$ cat src/sv/assert_macros.svh
// ----------------------------------------------------------------------------
// Assertion macros
// Shorthand for the clocked implication checks used in the RTL.
// ----------------------------------------------------------------------------
`ifndef ASSERT_MACROS_SVH
`define ASSERT_MACROS_SVH

`ifndef SYNTHESIS

// Same-cycle implication, disabled during reset.
`define ASSERT_IMPLIES(label, clk, rst, ante, cons) \
  label: assert property (@(posedge clk) disable iff (rst) (ante) |-> (cons)) \
    else $error("assertion failed: same-cycle implication");

// Next-cycle implication, disabled during reset.
`define ASSERT_NEXT(label, clk, rst, ante, cons) \
  label: assert property (@(posedge clk) disable iff (rst) (ante) |=> (cons)) \
    else $error("assertion failed: next-cycle implication");

`else

`define ASSERT_IMPLIES(label, clk, rst, ante, cons)
`define ASSERT_NEXT(label, clk, rst, ante, cons)

`endif

`endif

$ cat src/sv/mis_pkg.sv
// ----------------------------------------------------------------------------
// mis_pkg
// Shared constants and types for the modular inverse block.
// ----------------------------------------------------------------------------
`default_nettype none

package mis_pkg;

  // Default operand width
  localparam int DATA_WIDTH_DEF = 16;

  // Configuration port
  localparam int APB_DATA_W = 32;
  localparam int APB_ADDR_W = 2;
  localparam logic [APB_ADDR_W-1:0] ADDR_MODULUS = 2'd0;

  // Modulus after reset
  localparam int MODULUS_RESET = 26;

  // Status from the shared divide-step unit to the sequencer
  typedef struct packed {
    logic can_sub;    // shifted divisor fits in the partial remainder
    logic can_shift;  // divisor doubled still fits
  } step_flags_t;

endpackage

`default_nettype wire

$ cat src/sv/mis_step_unit.sv
// ----------------------------------------------------------------------------
// mis_step_unit
// Shared compare/subtract unit: one restoring-division step on the partial
// remainder, with the matching update of the Bezout coefficient.
// ----------------------------------------------------------------------------
`default_nettype none

module mis_step_unit import mis_pkg::*; #(
  parameter int DATA_WIDTH = DATA_WIDTH_DEF
) (
  input  wire logic [DATA_WIDTH-1:0]        rem,
  input  wire logic [DATA_WIDTH-1:0]        dsh,
  input  wire logic signed [DATA_WIDTH+1:0] tacc,
  input  wire logic signed [DATA_WIDTH+1:0] tsh,
  output step_flags_t                       flags,
  output logic [DATA_WIDTH-1:0]             rem_sub,
  output logic signed [DATA_WIDTH+1:0]      t_sub
);

  always_comb begin
    flags.can_sub   = (dsh <= rem);
    flags.can_shift = ({dsh, 1'b0} <= {1'b0, rem});
    rem_sub         = rem - dsh;
    t_sub           = tacc - tsh;
  end

endmodule

`default_nettype wire

$ cat src/sv/mis_cfg.sv
// ----------------------------------------------------------------------------
// mis_cfg
// APB register slice holding the modulus.
// ----------------------------------------------------------------------------
`default_nettype none

module mis_cfg import mis_pkg::*; #(
  parameter int DATA_WIDTH = DATA_WIDTH_DEF
) (
  input  wire logic                  clk,
  input  wire logic                  rst,
  input  wire logic                  psel,
  input  wire logic                  penable,
  input  wire logic                  pwrite,
  input  wire logic [APB_ADDR_W-1:0] paddr,
  input  wire logic [APB_DATA_W-1:0] pwdata,
  output logic [APB_DATA_W-1:0]      prdata,
  output logic                       pready,
  output logic [DATA_WIDTH-1:0]      modulus
);

  logic wr_en;

  assign pready = 1'b1;
  assign wr_en  = psel & penable & pwrite & pready & (paddr == ADDR_MODULUS);

  always_ff @(posedge clk) begin
    if (rst) begin
      modulus <= DATA_WIDTH'(MODULUS_RESET);
    end else if (wr_en) begin
      modulus <= pwdata[DATA_WIDTH-1:0];
    end
  end

  assign prdata = (paddr == ADDR_MODULUS) ? APB_DATA_W'(modulus) : '0;

endmodule

`default_nettype wire

$ cat src/sv/mis_core.sv
// ----------------------------------------------------------------------------
// mis_core
// Sequencer for the reduction and the extended Euclid loop around the shared
// divide-step unit.
// ----------------------------------------------------------------------------
`default_nettype none

module mis_core import mis_pkg::*; #(
  parameter int DATA_WIDTH = DATA_WIDTH_DEF
) (
  input  wire logic                         clk,
  input  wire logic                         rst,
  input  wire logic                         start,
  input  wire logic signed [DATA_WIDTH-1:0] a_value,
  input  wire logic [DATA_WIDTH-1:0]        modulus,
  output logic                              busy,
  output logic                              done,
  output logic [DATA_WIDTH-1:0]             inverse,
  output logic                              found
);

  localparam int W  = DATA_WIDTH;
  localparam int TW = DATA_WIDTH + 2;
  localparam int KW = $clog2(DATA_WIDTH);

  localparam logic [3:0] S_IDLE  = 4'd0;
  localparam logic [3:0] S_ALIGN = 4'd1;
  localparam logic [3:0] S_SUB   = 4'd2;
  localparam logic [3:0] S_FIX   = 4'd3;
  localparam logic [3:0] S_CHECK = 4'd4;
  localparam logic [3:0] S_FIN   = 4'd5;
  localparam logic [3:0] S_DONE  = 4'd6;

  logic [3:0]           state;
  logic [W-1:0]         m_r;
  logic                 neg;
  logic                 red;
  logic [W-1:0]         r0;
  logic [W-1:0]         r1;
  logic [W-1:0]         rem;
  logic [W-1:0]         dsh;
  logic signed [TW-1:0] t0;
  logic signed [TW-1:0] t1;
  logic signed [TW-1:0] tacc;
  logic signed [TW-1:0] tsh;
  logic [KW-1:0]        k;

  step_flags_t          flags;
  logic [W-1:0]         rem_sub;
  logic signed [TW-1:0] t_sub;

  logic [W-1:0]         a_raw;
  logic [W-1:0]         mag;
  logic signed [TW-1:0] m_ext;
  logic signed [TW-1:0] t_fold;

  mis_step_unit #(.DATA_WIDTH(DATA_WIDTH)) u_step (
    .rem     (rem),
    .dsh     (dsh),
    .tacc    (tacc),
    .tsh     (tsh),
    .flags   (flags),
    .rem_sub (rem_sub),
    .t_sub   (t_sub)
  );

  assign a_raw  = a_value;
  assign mag    = a_raw[W-1] ? (~a_raw + {{(W-1){1'b0}}, 1'b1}) : a_raw;
  assign m_ext  = $signed({2'b00, m_r});
  assign t_fold = t0[TW-1] ? (t0 + m_ext) : t0;

  assign busy = (state != S_IDLE);
  assign done = (state == S_DONE);

  // control
  always_ff @(posedge clk) begin
    if (rst) begin
      state <= S_IDLE;
    end else begin
      unique case (state)
        S_IDLE: begin
          if (start) begin
            state <= (modulus < W'(2)) ? S_DONE : S_ALIGN;
          end
        end
        S_ALIGN: begin
          if (!flags.can_shift) begin
            state <= S_SUB;
          end
        end
        S_SUB: begin
          if (k == '0) begin
            state <= red ? S_FIX : S_FIN;
          end
        end
        S_FIX:   state <= S_CHECK;
        S_CHECK: state <= (r1 == '0) ? S_DONE : S_ALIGN;
        S_FIN:   state <= S_CHECK;
        S_DONE:  state <= S_IDLE;
        default: state <= S_IDLE;
      endcase
    end
  end

  // datapath
  always_ff @(posedge clk) begin
    case (state)
      S_IDLE: begin
        if (start) begin
          m_r     <= modulus;
          neg     <= a_raw[W-1];
          red     <= 1'b1;
          rem     <= mag;
          dsh     <= modulus;
          tacc    <= '0;
          tsh     <= '0;
          k       <= '0;
          inverse <= '0;
          found   <= 1'b0;
        end
      end
      S_ALIGN: begin
        if (flags.can_shift) begin
          dsh <= {dsh[W-2:0], 1'b0};
          tsh <= tsh <<< 1;
          k   <= k + KW'(1);
        end
      end
      S_SUB: begin
        if (flags.can_sub) begin
          rem  <= rem_sub;
          tacc <= t_sub;
        end
        if (k != '0) begin
          dsh <= dsh >> 1;
          tsh <= tsh >>> 1;
          k   <= k - KW'(1);
        end
      end
      S_FIX: begin
        r0 <= m_r;
        r1 <= (neg && (rem != '0)) ? (m_r - rem) : rem;
        t0 <= '0;
        t1 <= {{(TW-1){1'b0}}, 1'b1};
      end
      S_CHECK: begin
        if (r1 == '0) begin
          if (r0 == {{(W-1){1'b0}}, 1'b1}) begin
            inverse <= t_fold[W-1:0];
            found   <= 1'b1;
          end
        end else begin
          red  <= 1'b0;
          rem  <= r0;
          dsh  <= r1;
          tacc <= t0;
          tsh  <= t1;
          k    <= '0;
        end
      end
      S_FIN: begin
        r0 <= r1;
        r1 <= rem;
        t0 <= t1;
        t1 <= tacc;
      end
      default: begin
      end
    endcase
  end

endmodule

`default_nettype wire

$ cat src/sv/modular_inverse_search.sv
// ----------------------------------------------------------------------------
// modular_inverse_search
// Modular multiplicative inverse of a signed value by extended Euclid.
// ----------------------------------------------------------------------------
// Pulse start while busy is low to hand in a_value; busy then stays high
// until the answer is out. The value is first reduced into 0 .. modulus-1
// (a negative value gives a non-negative remainder), then the extended
// Euclidean algorithm runs on (modulus, value). One result beat follows each
// accepted value: done is high for exactly one cycle with inverse and found
// valid, and the receiver cannot stall it, so capture it on that cycle.
// found is low and inverse is 0 when no inverse exists, which includes a
// modulus of 0 or 1 and any value sharing a factor with the modulus.
// All quotients come from one shared compare/subtract unit working as a
// restoring divider: the divisor is doubled one bit per cycle until aligned,
// then one quotient bit is taken per cycle on the way down. For 16-bit
// operands busy stays high for the shortest time with a modulus below 2 and
// longest with a Fibonacci-like value and modulus near 2^16 (22 Euclid
// steps). The next value is taken at the edge that ends the first cycle
// with busy low.
// The modulus sits behind an APB port at byte address 0; write it only
// while busy is low.
// ----------------------------------------------------------------------------
`default_nettype none

`include "assert_macros.svh"

module modular_inverse_search import mis_pkg::*; #(
  parameter int DATA_WIDTH = DATA_WIDTH_DEF
) (
  input  wire logic                         clk,
  input  wire logic                         rst,
  // configuration
  input  wire logic                         psel,
  input  wire logic                         penable,
  input  wire logic                         pwrite,
  input  wire logic [APB_ADDR_W-1:0]        paddr,
  input  wire logic [APB_DATA_W-1:0]        pwdata,
  output logic [APB_DATA_W-1:0]             prdata,
  output logic                              pready,
  // command
  input  wire logic                         start,
  output logic                              busy,
  input  wire logic signed [DATA_WIDTH-1:0] a_value,
  // result
  output logic                              done,
  output logic [DATA_WIDTH-1:0]             inverse,
  output logic                              found
);

  logic [DATA_WIDTH-1:0] modulus;

  // Register slice: hold the modulus for the sequencer.
  mis_cfg #(.DATA_WIDTH(DATA_WIDTH)) u_cfg (
    .clk     (clk),
    .rst     (rst),
    .psel    (psel),
    .penable (penable),
    .pwrite  (pwrite),
    .paddr   (paddr),
    .pwdata  (pwdata),
    .prdata  (prdata),
    .pready  (pready),
    .modulus (modulus)
  );

  // Reduction and Euclid loop around the shared divide-step unit.
  mis_core #(.DATA_WIDTH(DATA_WIDTH)) u_core (
    .clk     (clk),
    .rst     (rst),
    .start   (start),
    .a_value (a_value),
    .modulus (modulus),
    .busy    (busy),
    .done    (done),
    .inverse (inverse),
    .found   (found)
  );

  // An accepted beat starts the work.
  `ASSERT_NEXT(a_start_busy, clk, rst, start && !busy, busy)
  // The result beat ends the work and lasts one cycle.
  `ASSERT_NEXT(a_done_idle, clk, rst, done, !busy && !done)
  // No inverse reads as zero.
  `ASSERT_IMPLIES(a_miss_zero, clk, rst, done && !found, inverse == '0)
  // A found inverse lies in 1 .. modulus-1.
  `ASSERT_IMPLIES(a_hit_range, clk, rst, done && found, (inverse != '0) && (inverse < modulus))

endmodule

`default_nettype wire

$ cat config.mk
export PLATFORM = sky130hd
export DESIGN_NAME = modular_inverse_search
export DESIGN_NICKNAME = d
export VERILOG_FILES = /design/src/sv/mis_pkg.sv /design/src/sv/mis_step_unit.sv /design/src/sv/mis_cfg.sv /design/src/sv/mis_core.sv /design/src/sv/modular_inverse_search.sv
export VERILOG_INCLUDE_DIRS = /design/src /design/src/sv
export SDC_FILE = /design/constraint.sdc
export NUM_CORES = 1
export LEC_CHECK = 0
export ABC_AREA = 1
export BUFFER_PORTS_ARGS = -buffer_cell sky130_fd_sc_hd__buf_2
export CAP_MARGIN = 0
export CORE_ASPECT_RATIO = 1.75
export CORE_MARGIN = 2
export CORE_UTILIZATION = 41
export DETAILED_ROUTE_END_ITERATION = 8
export PLACE_DENSITY_LB_ADDON = 0.1
export SYNTH_ARGS = -nofsm -noshare
export SYNTH_HDL_FRONTEND = slang
export SYNTH_SLANG_ARGS = --single-unit
$ cat constraint.sdc
create_clock -name clk -period 10.8 [get_ports clk]
set_input_delay 1.08 -clock clk [delete_from_list [all_inputs] [get_ports clk]]
set_output_delay 1.08 -clock clk [all_outputs]
set_load 0.02 [all_outputs]
==> results of run 1 <==
## flip-flops by register name (all words and copies together) (netlist names), 18 cells and up
register / count
u_core.t0: 18
u_core.tsh: 18
u_core.tacc: 18
u_core.t1: 18
## final timing paths
check / startpoint / end / slack (ps) / cells past startpoint
min: u_cfg.modulus[6] / u_core.m_r[6] / 430 / 0
max reg2reg: u_core.rem[0] / u_core.tacc[0] / 7110 / 12
max: u_core.rem[0] / u_core.tacc[0] / 7110 / 12
min reg2reg: u_cfg.modulus[6] / u_core.m_r[6] / 430 / 0
## per-layer routing
metal,global-route usage,vias to the layer above
li1,-,5370
met1,0.248,5035
met2,0.501,274
met3,0.0238,115
met4,0.157,0
met5,0,-
## area by class of cell
class	count	area, µm²	share of cell area
clock buffers	17	425	0.0305
clock inverters	15	131	0.00941
inverters	253	957	0.0685
multi-input cells	1060	5880	0.421
flip-flops and latches	194	5640	0.404
well taps	391	489	0.0350
repair buffers	84	445	0.0319
## power by group through the flow
stage,registers [µW],clock network (µW),logic [µW]
2_1_floorplan,1300,0,1680
3_3_place_gp,1320,0,2350
3_5_place_dp,1320,0,2370
4_1_cts,1300,644,2380
5_1_grt,1330,672,2670
6_report,1310,632,2380
## worst reg2reg max path, delay by kind of cell (launching register included)
kind	cells	cell delay [ps]
simple gates	4	490
fa+ha+maj	2	640
buf+inv	3	730
flops	1	430
compound gates	3	1080
## stage by stage
step	hold WS, ps	setup slack [ps]	power (µW)	util
finish	431	7110	4320	0.456
global route	438	6970	4670	0.456
CTS	432	7150	4330	0.456
detailed placement	413	7170	3690	0.438
global placement	410	7220	3660	0.438
floorplan	408	6390	2970	-
## layout by cell type, fill, tap and decap left out, drive strengths merged, types with 17 or more instances in the layout
master	count
a21oi	126
buf	84
clkbuf	17
conb	17
dfxtp	19
edfxtp	175
ha	81
inv	256
nand2	296
nand3	97
nand4	26
nor2	149
nor3	20
o21ai	122
o221ai	20
o22ai	22
xor2	17
## logic make-up after synthesis
logic type | synth area share
AND/OR/NAND/NOR | 0.204
AO/OA/AOI/OAI | 0.147
buffers and inverters | 0.101
flip-flops | 0.443
adder cells (fa/ha/maj) | 0.0876
XOR/XNOR | 0.0164
other | 0.000591
==> out/results.txt, run 1 <==
clk_lat worst skew - 460 ps
cell count after synthesis - 1545
leakage - 0.00635 µW
most area-hungry cell type in the Yosys netlist - edfxtp_1
Int Pwr - 2230 µW
yosys warns - 0
Sw Pwr - 2090 µW
initial antenna violation count - 0
hpwl dp - 31200 µm
H-tree depth - 4
worst-margin pin slew - 1100 ps
non-filler cells, final - 2014
Clock power frac - 0.146
sequential fraction of the synthesis area - 0.443
routed via count - 10794
post-route ant nets - 0
Unique masters post-synth - 49
width of the die - 137 µm
Setup TNS - 0 ps
Slew headroom - 0.269
Post-synth ARST share - 0
first-pass GRT wire length - 60800 µm
HP Class - reg2reg
gr usage total - 0.256
area growth from synthesis to final layout - 9.82%
Post-synth EDFFs - 175
Reg power frac - 0.302
critical path's largest stage delay - 440 ps
CTS Buffer Depth - 2
Slowest-stage cell, CP - a21boi_0
IO buf count - 74
post-cts resize count - 0
routed length on met1 - 13900 µm
Max FO, Critical Path - 25
Synth Register Bits - 194
cells along the critical path - inv_1, ha_1, inv_1, fa_1, nand3_1, nand2_1, a21boi_0, o21ai_0, nand2_1, nand4_1, o21a_1, buf_4
share of layout cells above drive strength 1 - 0.0912
row count - 85
1st-iter DRT viols - 571
Initial DRT Pass Iterations - 4
max-cap check violation count - 0
vias in the first global route - 10965
Placed Cells incl. Taps - 1982
# setup viols final - 0
Routability Congestion - 0.963
Highest Signal Layer - met4
cell family with most CP delay - compound AO/OA/AOI/OAI gates
CP arrival - 3860 ps
RSZ-0062 raised after global routing - false
num ports - 108
wire per inst - 19.9 µm
Final Routed Wirelength - 40200 µm
Net Sw Frac - 0.484
data required time of the worst path - 10970 ps
CTS Hold Buffers Added - 0
hold violation count in the final report - 0
initial core utilization - 0.415
DR WL met2 - 22700 µm
Setup CP Type - reg2reg
DP Area - 13400 µm²
combinational share of power - 0.551
final period utilization - 0.342
CTS Root Cell - clkbuf_16
CTS tree - done
Power Dens Cells - 309 nW/µm²
CTS sink count - 194
Die Span Y - 237 µm
Ant. Diodes - 0
Overflow after GRT - 0
DRC Markers - 0
count leader, synth - nand2_1
Post-CTS Setup Repair Bufs - 0
Max Freq - 271 MHz
Core Box Area - 30600 µm²
endpoint class of the critical path - flop
post-layout min period - 3690 ps
worst path bufs/invs - 3
vias per cell - 5.36
fin area - 14000 µm²
Filler Cells Inserted - 3079
most frequent cells after synthesis - 294 x nand2_1, 239 x inv_1, 175 x edfxtp_1
largest net degree at the start of global routing - 70
Clock Skew - 11.1 ps
Clock Pin Slew Worst Setup and Hold Paths - 70 ps
Mean Syn Cell Area - 8.23 µm²
full die area - 32500 µm²
top post-synthesis cells by area - edfxtp_1 41%, nand2_1 8.7%, ha_1 8.0%, inv_1 7.1%, a21oi_1 5.0%
share of the synthesized area in the top cell type - 0.413
met3 wire length - 1020 µm
status - completed
crit start category - flop
Max Transition Viols Final - 0
synthesized area - 12700 µm²
maximum VDD drop - 137 µV
ys flop type - edfxtp_1
# nets final - 1752
TritonCTS buffer count - 17
(Power assumes the default switching activity.)
==> run 2, diff against run 1 <==
--- a/config.mk
+++ b/config.mk
@@ -6,7 +6,7 @@
 export SDC_FILE = /design/constraint.sdc
 export NUM_CORES = 1
 export LEC_CHECK = 0
-export ABC_AREA = 1
+export ABC_AREA = 0
 export BUFFER_PORTS_ARGS = -buffer_cell sky130_fd_sc_hd__buf_2
 export CAP_MARGIN = 0
 export CORE_ASPECT_RATIO = 1.75
==> constraint.sdc (replaced) <==
create_clock -name clk -period 3.7 [get_ports clk]
set_input_delay 0.37 -clock clk [delete_from_list [all_inputs] [get_ports clk]]
set_output_delay 0.37 -clock clk [all_outputs]
set_load 0.02 [all_outputs]
==> run 2 against run 1 <==
Effect of this change:
- clock skew is essentially flat
- first-iteration DRC count grew 17%
- critical path type unchanged
- critical endpoint unchanged
- sequential power grew to 3.2 times the previous value
==> out/results.txt, run 2 <==
initial antenna violation count - 0
Overflow after GRT - 0
Slew headroom - 0.356
1st-iter DRT viols - 670
final core occ - 0.464
share of layout cells above drive strength 1 - 0.112
Clock Skew - 11.3 ps
TritonCTS buffer count - 17
hpwl dp - 30200 µm
Synth Register Bits - 194
CTS Hold Buffers Added - 0
routed via count - 10096
Post-synth ARST share - 0
Overall Power - 13300 µW
yosys warns - 0
Worst Setup SP - u_core.rem[0]
Max FO, Critical Path - 25
num ports - 108
sequential fraction of the synthesis area - 0.449
Critical R2R Launch - u_core.rem[0]
Setup TNS - 0 ps
Die Span Y - 235 µm
row count - 84
Ant. Diodes - 0
CTS Root Cell - clkbuf_16
Power Dens Cells - 956 nW/µm²
post-layout min period - 3340 ps
full die area - 32100 µm²
synthesized area - 12500 µm²
first-pass GRT wire length - 59500 µm
DRC Markers - 0
gr usage total - 0.252
worst-margin pin slew - 965 ps
Final Routed Wirelength - 39600 µm
max-cap check violation count - 0
clk_lat worst skew - 460 ps
hold violation count in the final report - 0
commonest non-fill, non-tap cell in the layout - edfxtp_1
Setup CP Type - reg2reg
Filler Cells Inserted - 2991
HP Class - in2reg
IO buf count - 74
Clock Pin Slew Worst Setup and Hold Paths - 70 ps
Core Box Area - 30100 µm²
maximum VDD drop - 418 µV
width of the die - 136 µm
post-route ant nets - 0
CTS tree - done
final period utilization - 0.903
vias in the first global route - 9997
wire per inst - 22.5 µm
initial core utilization - 0.417
RSZ-0062 raised after global routing - false
endpoint class of the critical path - flop
vias per cell - 5.73
# setup viols final - 0
Mean Syn Cell Area - 9.63 µm²
most frequent cells after synthesis - 175 x edfxtp_1, 161 x nand2_1, 97 x o21ai_0
largest net degree at the start of global routing - 79
ys flop type - edfxtp_1
Post-synth EDFFs - 175
CP arrival - 3540 ps
Hold Path Origin - pwdata[1]
Routability Congestion - 0.922
post-cts resize count - 0
Initial DRT Pass Iterations - 5
top post-synthesis cells by area - edfxtp_1 42%, ha_1 8.1%, nand2_1 4.8%, o21ai_0 3.9%, dfxtp_1 3.0%
area of the multi-input gates - 6350 µm²
most area-hungry cell type in the Yosys netlist - edfxtp_1
status - completed
count leader, synth - edfxtp_1
crit start category - flop
most frequent cells in the layout - 175 x edfxtp_1, 161 x nand2_1, 96 x o21ai_0
Post-CTS Setup Repair Bufs - 0
area growth from synthesis to final layout - 11.1%
leakage - 0.00567 µW
Register Area - 5640 µm²
Unique masters post-synth - 75
Max Transition Viols Final - 0
data required time of the worst path - 3900 ps
CTS Buffer Depth - 2
H-tree depth - 4
cell count after synthesis - 1303
CTS sink count - 194
# nets final - 1503
share of the synthesized area in the top cell type - 0.419
Max Freq - 299 MHz
[run 2: cell count changes after synthesis, moves of 32 or more]
cell,previous run,this run
inv_1,239,74
nand2_1,294,161
nand3_1,95,22
nor2_1,142,88
a21oi_1,126,74
and3_1,0,42
clkbuf_1,9,44
a22oi_1,2,34
[run 2: final timing paths]
check                                         to  slack (ps)  cells past startpoint
worst max register to register    u_core.tacc[0]         360                     12
worst max-delay path              u_core.tacc[0]         360                     12
worst min-delay path            u_cfg.modulus[1]         130                      3
worst min register to register   u_core.state[2]         470                      1
[run 2: area by class of cell]
class,count,area share
clock buffers,17,0.0305
clock inverters,15,0.0126
inverters,75,0.0202
multi-input cells,973,0.455
flip-flops and latches,194,0.404
well taps,387,0.0347
repair buffers,100,0.0424
[run 2: cell families (layout without fill, tap and decap cells)]
kind of cell             count (synthesis)  after routing  share of synthesized area
AND/OR/NAND/NOR                        453            453                      0.177
AO/OA/AOI/OAI                          343            343                      0.180
flip-flops                             194            194                      0.449
buffers and inverters                  151            207                     0.0517
adder cells (fa/ha/maj)                 86             86                     0.0887
XOR/XNOR                                58             58                     0.0405
multiplexers                            16             16                     0.0130
other                                    2             17                   0.000598
[run 2: metal layers]
| metal | part of all wire | global-route usage | vias to the layer above |
|---|---|---|---|
| met1 | 0.36 | 0.261 | 4910 |
| met2 | 0.56 | 0.472 | 211 |
| met4 | 0.060 | 0.143 | 0 |
| li1 | - | - | 4882 |
| met3 | 0.021 | 0.0345 | 93 |
| met5 | 0 | 0 | - |
[run 2: through the flow]
step                      std cells  hold slack [ps]  instance area (µm²)  setup WS [ps]
after global placement         1729              457                13300            386
final                          1761              134                13900            360
after floorplan                1318              420                12600            603
after detailed placement       1729              457                13300            399
after CTS                      1761              124                13900            379
after global routing           1761              127                13900           77.4
[run 2: critical path, cell delays in order (launching register included)]
cell	delay, ps
edfxtp_1	480
inv_1	100
ha_1	160
inv_1	60
fa_1	400
a21o_1	200
a221oi_2	360
nor3_1	130
o41ai_2	380
nand2_1	90
o221ai_1	270
a21oi_4	200
buf_12	220
[run 2: power breakdown]
group | switching, µW | internal (µW) | leakage, µW
clock | 944 | 1020 | 0.000294
combinational | 4380 | 2740 | 0.00355
sequential | 732 | 3510 | 0.00183
total | 6060 | 7270 | 0.00567
==> run 3, diff against run 2 <==
--- a/config.mk
+++ b/config.mk
@@ -11,7 +11,7 @@
 export CAP_MARGIN = 0
 export CORE_ASPECT_RATIO = 1.75
 export CORE_MARGIN = 2
-export CORE_UTILIZATION = 41
+export CORE_UTILIZATION = 30
 export DETAILED_ROUTE_END_ITERATION = 8
 export PLACE_DENSITY_LB_ADDON = 0.1
 export SYNTH_ARGS = -nofsm -noshare
==> constraint.sdc (replaced) <==
create_clock -name clk -period 3 [get_ports clk]
set_input_delay 0.3 -clock clk [delete_from_list [all_inputs] [get_ports clk]]
set_output_delay 0.3 -clock clk [all_outputs]
set_load 0.02 [all_outputs]
==> run 3 against run 2 <==
Effect of this change:
- die area up 36%
- critical path depth down 2
- final cell count up 12%
- highest routed layer is now met5
- largest power group unchanged
- global-route usage down 4.3 points
- sequential share of layout area down 1.7 points
- combinational power up 38%
- register-to-register slack worse by 250 ps
- critical path type unchanged
- power up 30%
- clock-buffer cell count up 2
- non-clock buffer count up 49
- routed wire length up 13%
==> out/results.txt, run 3 (synthesis results as in run 2) <==
status - completed
num ports - 108
final worst slack - 113 ps
Clock Pin Slew Worst Setup and Hold Paths - 80 ps
commonest non-fill, non-tap cell in the layout - edfxtp_1
cells along the critical path - inv_1, buf_4, ha_1, nor2b_1, o21a_1, o21ai_0, a211o_1, a21oi_1, mux2i_1, o221ai_1
CTS sink count - 194
reg2reg path depth - 10
Setup CP Type - reg2reg
wire per inst - 22.6 µm
leakage - 0.00592 µW
Hold Path Origin - pwdata[1]
RSZ-0062 raised after global routing - false
non-filler cells, final - 1978
share of layout cells above drive strength 1 - 0.147
1st-iter DRT viols - 629
clk_lat worst skew - 460 ps
CP arrival - 3070 ps
Die Span Y - 275 µm
vias per cell - 5.27
CTS Hold Buffers Added - 0
crit start category - flop
endpoint class of the critical path - flop
Clock Skew - 20.9 ps
Slew headroom - 0.391
gr usage total - 0.209
max-cap check violation count - 0
Worst R2R End - u_core.rem[13]
final period utilization - 0.962
maximum VDD drop - 474 µV
most frequent cells in the layout - 175 x edfxtp_1, 161 x nand2_1, 94 x o21ai_0
largest net degree at the start of global routing - 69
Initial DRT Pass Iterations - 5
post-layout min period - 2890 ps
# nets final - 1552
Power Dens Cells - 1190 nW/µm²
post-route ant nets - 0
IO buf count - 74
worst-margin pin slew - 913 ps
Max Freq - 346 MHz
Ant. Diodes - 0
DRC Markers - 0
# setup viols final - 0
Max FO, Critical Path - 3
initial antenna violation count - 1
TritonCTS buffer count - 17
data required time of the worst path - 3180 ps
Setup TNS - 0 ps
vias in the first global route - 10683
HP Class - in2reg
Post-CTS Setup Repair Bufs - 0
CTS Buffer Depth - 2
width of the die - 159 µm
critical path's largest stage delay - 460 ps
Placed Cells incl. Taps - 1946
Reg2Reg Setup Slack - 110 ps
area growth from synthesis to final layout - 16.1%
hpwl dp - 34400 µm
hold violation count in the final report - 0
CTS tree - done
Overflow after GRT - 0
CTS Root Cell - clkbuf_16
Routability Congestion - 0.902
Max Transition Viols Final - 0
initial core utilization - 0.302
full die area - 43500 µm²
pre-CTS setup slack - 76.3 ps
Slowest-stage cell, CP - edfxtp_1
Core Box Area - 41500 µm²
H-tree depth - 4
worst path bufs/invs - 2
Final Routed Wirelength - 44600 µm
hold depth - 3
Endpoint, Worst Hold - u_cfg.modulus[1]
cell family with most CP delay - compound AO/OA/AOI/OAI gates
routed via count - 10418
first-pass GRT wire length - 66100 µm
Critical R2R Launch - u_core.dsh[1]
row count - 99
[run 3: worst reg2reg max path, cell delays in order (launching register included)]
cell and delay (ps):
edfxtp_1 460, inv_1 130, buf_4 170, ha_1 290, nor2b_1 160, o21a_1 170, o21ai_0 120, a211o_1 330
a21oi_1 350, mux2i_1 290, o221ai_1 140
[run 3: worst max-delay path by stage]
stage                          to  slack (ps)           from  cells past startpoint
2_1_floorplan       u_core.rem[0]         130  u_core.rem[0]                     11
3_3_place_gp       u_core.tacc[0]          60  u_core.rem[0]                     12
3_5_place_dp       u_core.tacc[0]          80  u_core.rem[0]                     12
4_1_cts            u_core.tacc[0]          60  u_core.dsh[0]                     11
5_1_grt        u_core.inverse[14]           9   u_core.t0[0]                     10
6_report           u_core.rem[13]         110  u_core.dsh[1]                     10
[run 3: routing by layer]
layer / GRT usage / share of wire / wire, µm
met4: 0.142 / 0.069 / 3070
met5: 0 / 0.00029 / 13
met3: 0.0279 / 0.027 / 1200
met1: 0.203 / 0.34 / 15400
met2: 0.401 / 0.56 / 25000
[run 3: repair_timing]
item                       in CTS  in global routing
resized for setup               0                  8
hold endpoints to repair        0                  0
setup endpoints to repair       0                 39
[run 3: area by class of cell]
| class | instances | area [µm²] |
|---|---|---|
| clock inverters | 13 | 131 |
| clock buffers | 19 | 454 |
| multi-input cells | 973 | 6380 |
| repair buffers | 149 | 983 |
| fillers | 4256 | 26900 |
| inverters | 75 | 282 |
| flip-flops and latches | 194 | 5640 |
| well taps | 555 | 694 |
[run 3: power breakdown]
part           internal, µW  leakage, µW  switching (µW)
Sequential             4320      0.00183             863
Clock                  1160     0.000290            1200
Combinational          3910      0.00380            5900
[run 3: through the flow]
step                utilization  power, µW  hold WS [ps]  instance area [µm²]
floorplan                     -      11300           399                12600
global placement          0.336      14900           467                13900
detailed placement        0.336      15000           475                13900
CTS                       0.350      17400          27.8                14500
global route              0.351      18600          48.3                14600
finish                    0.351      17400          54.3                14600
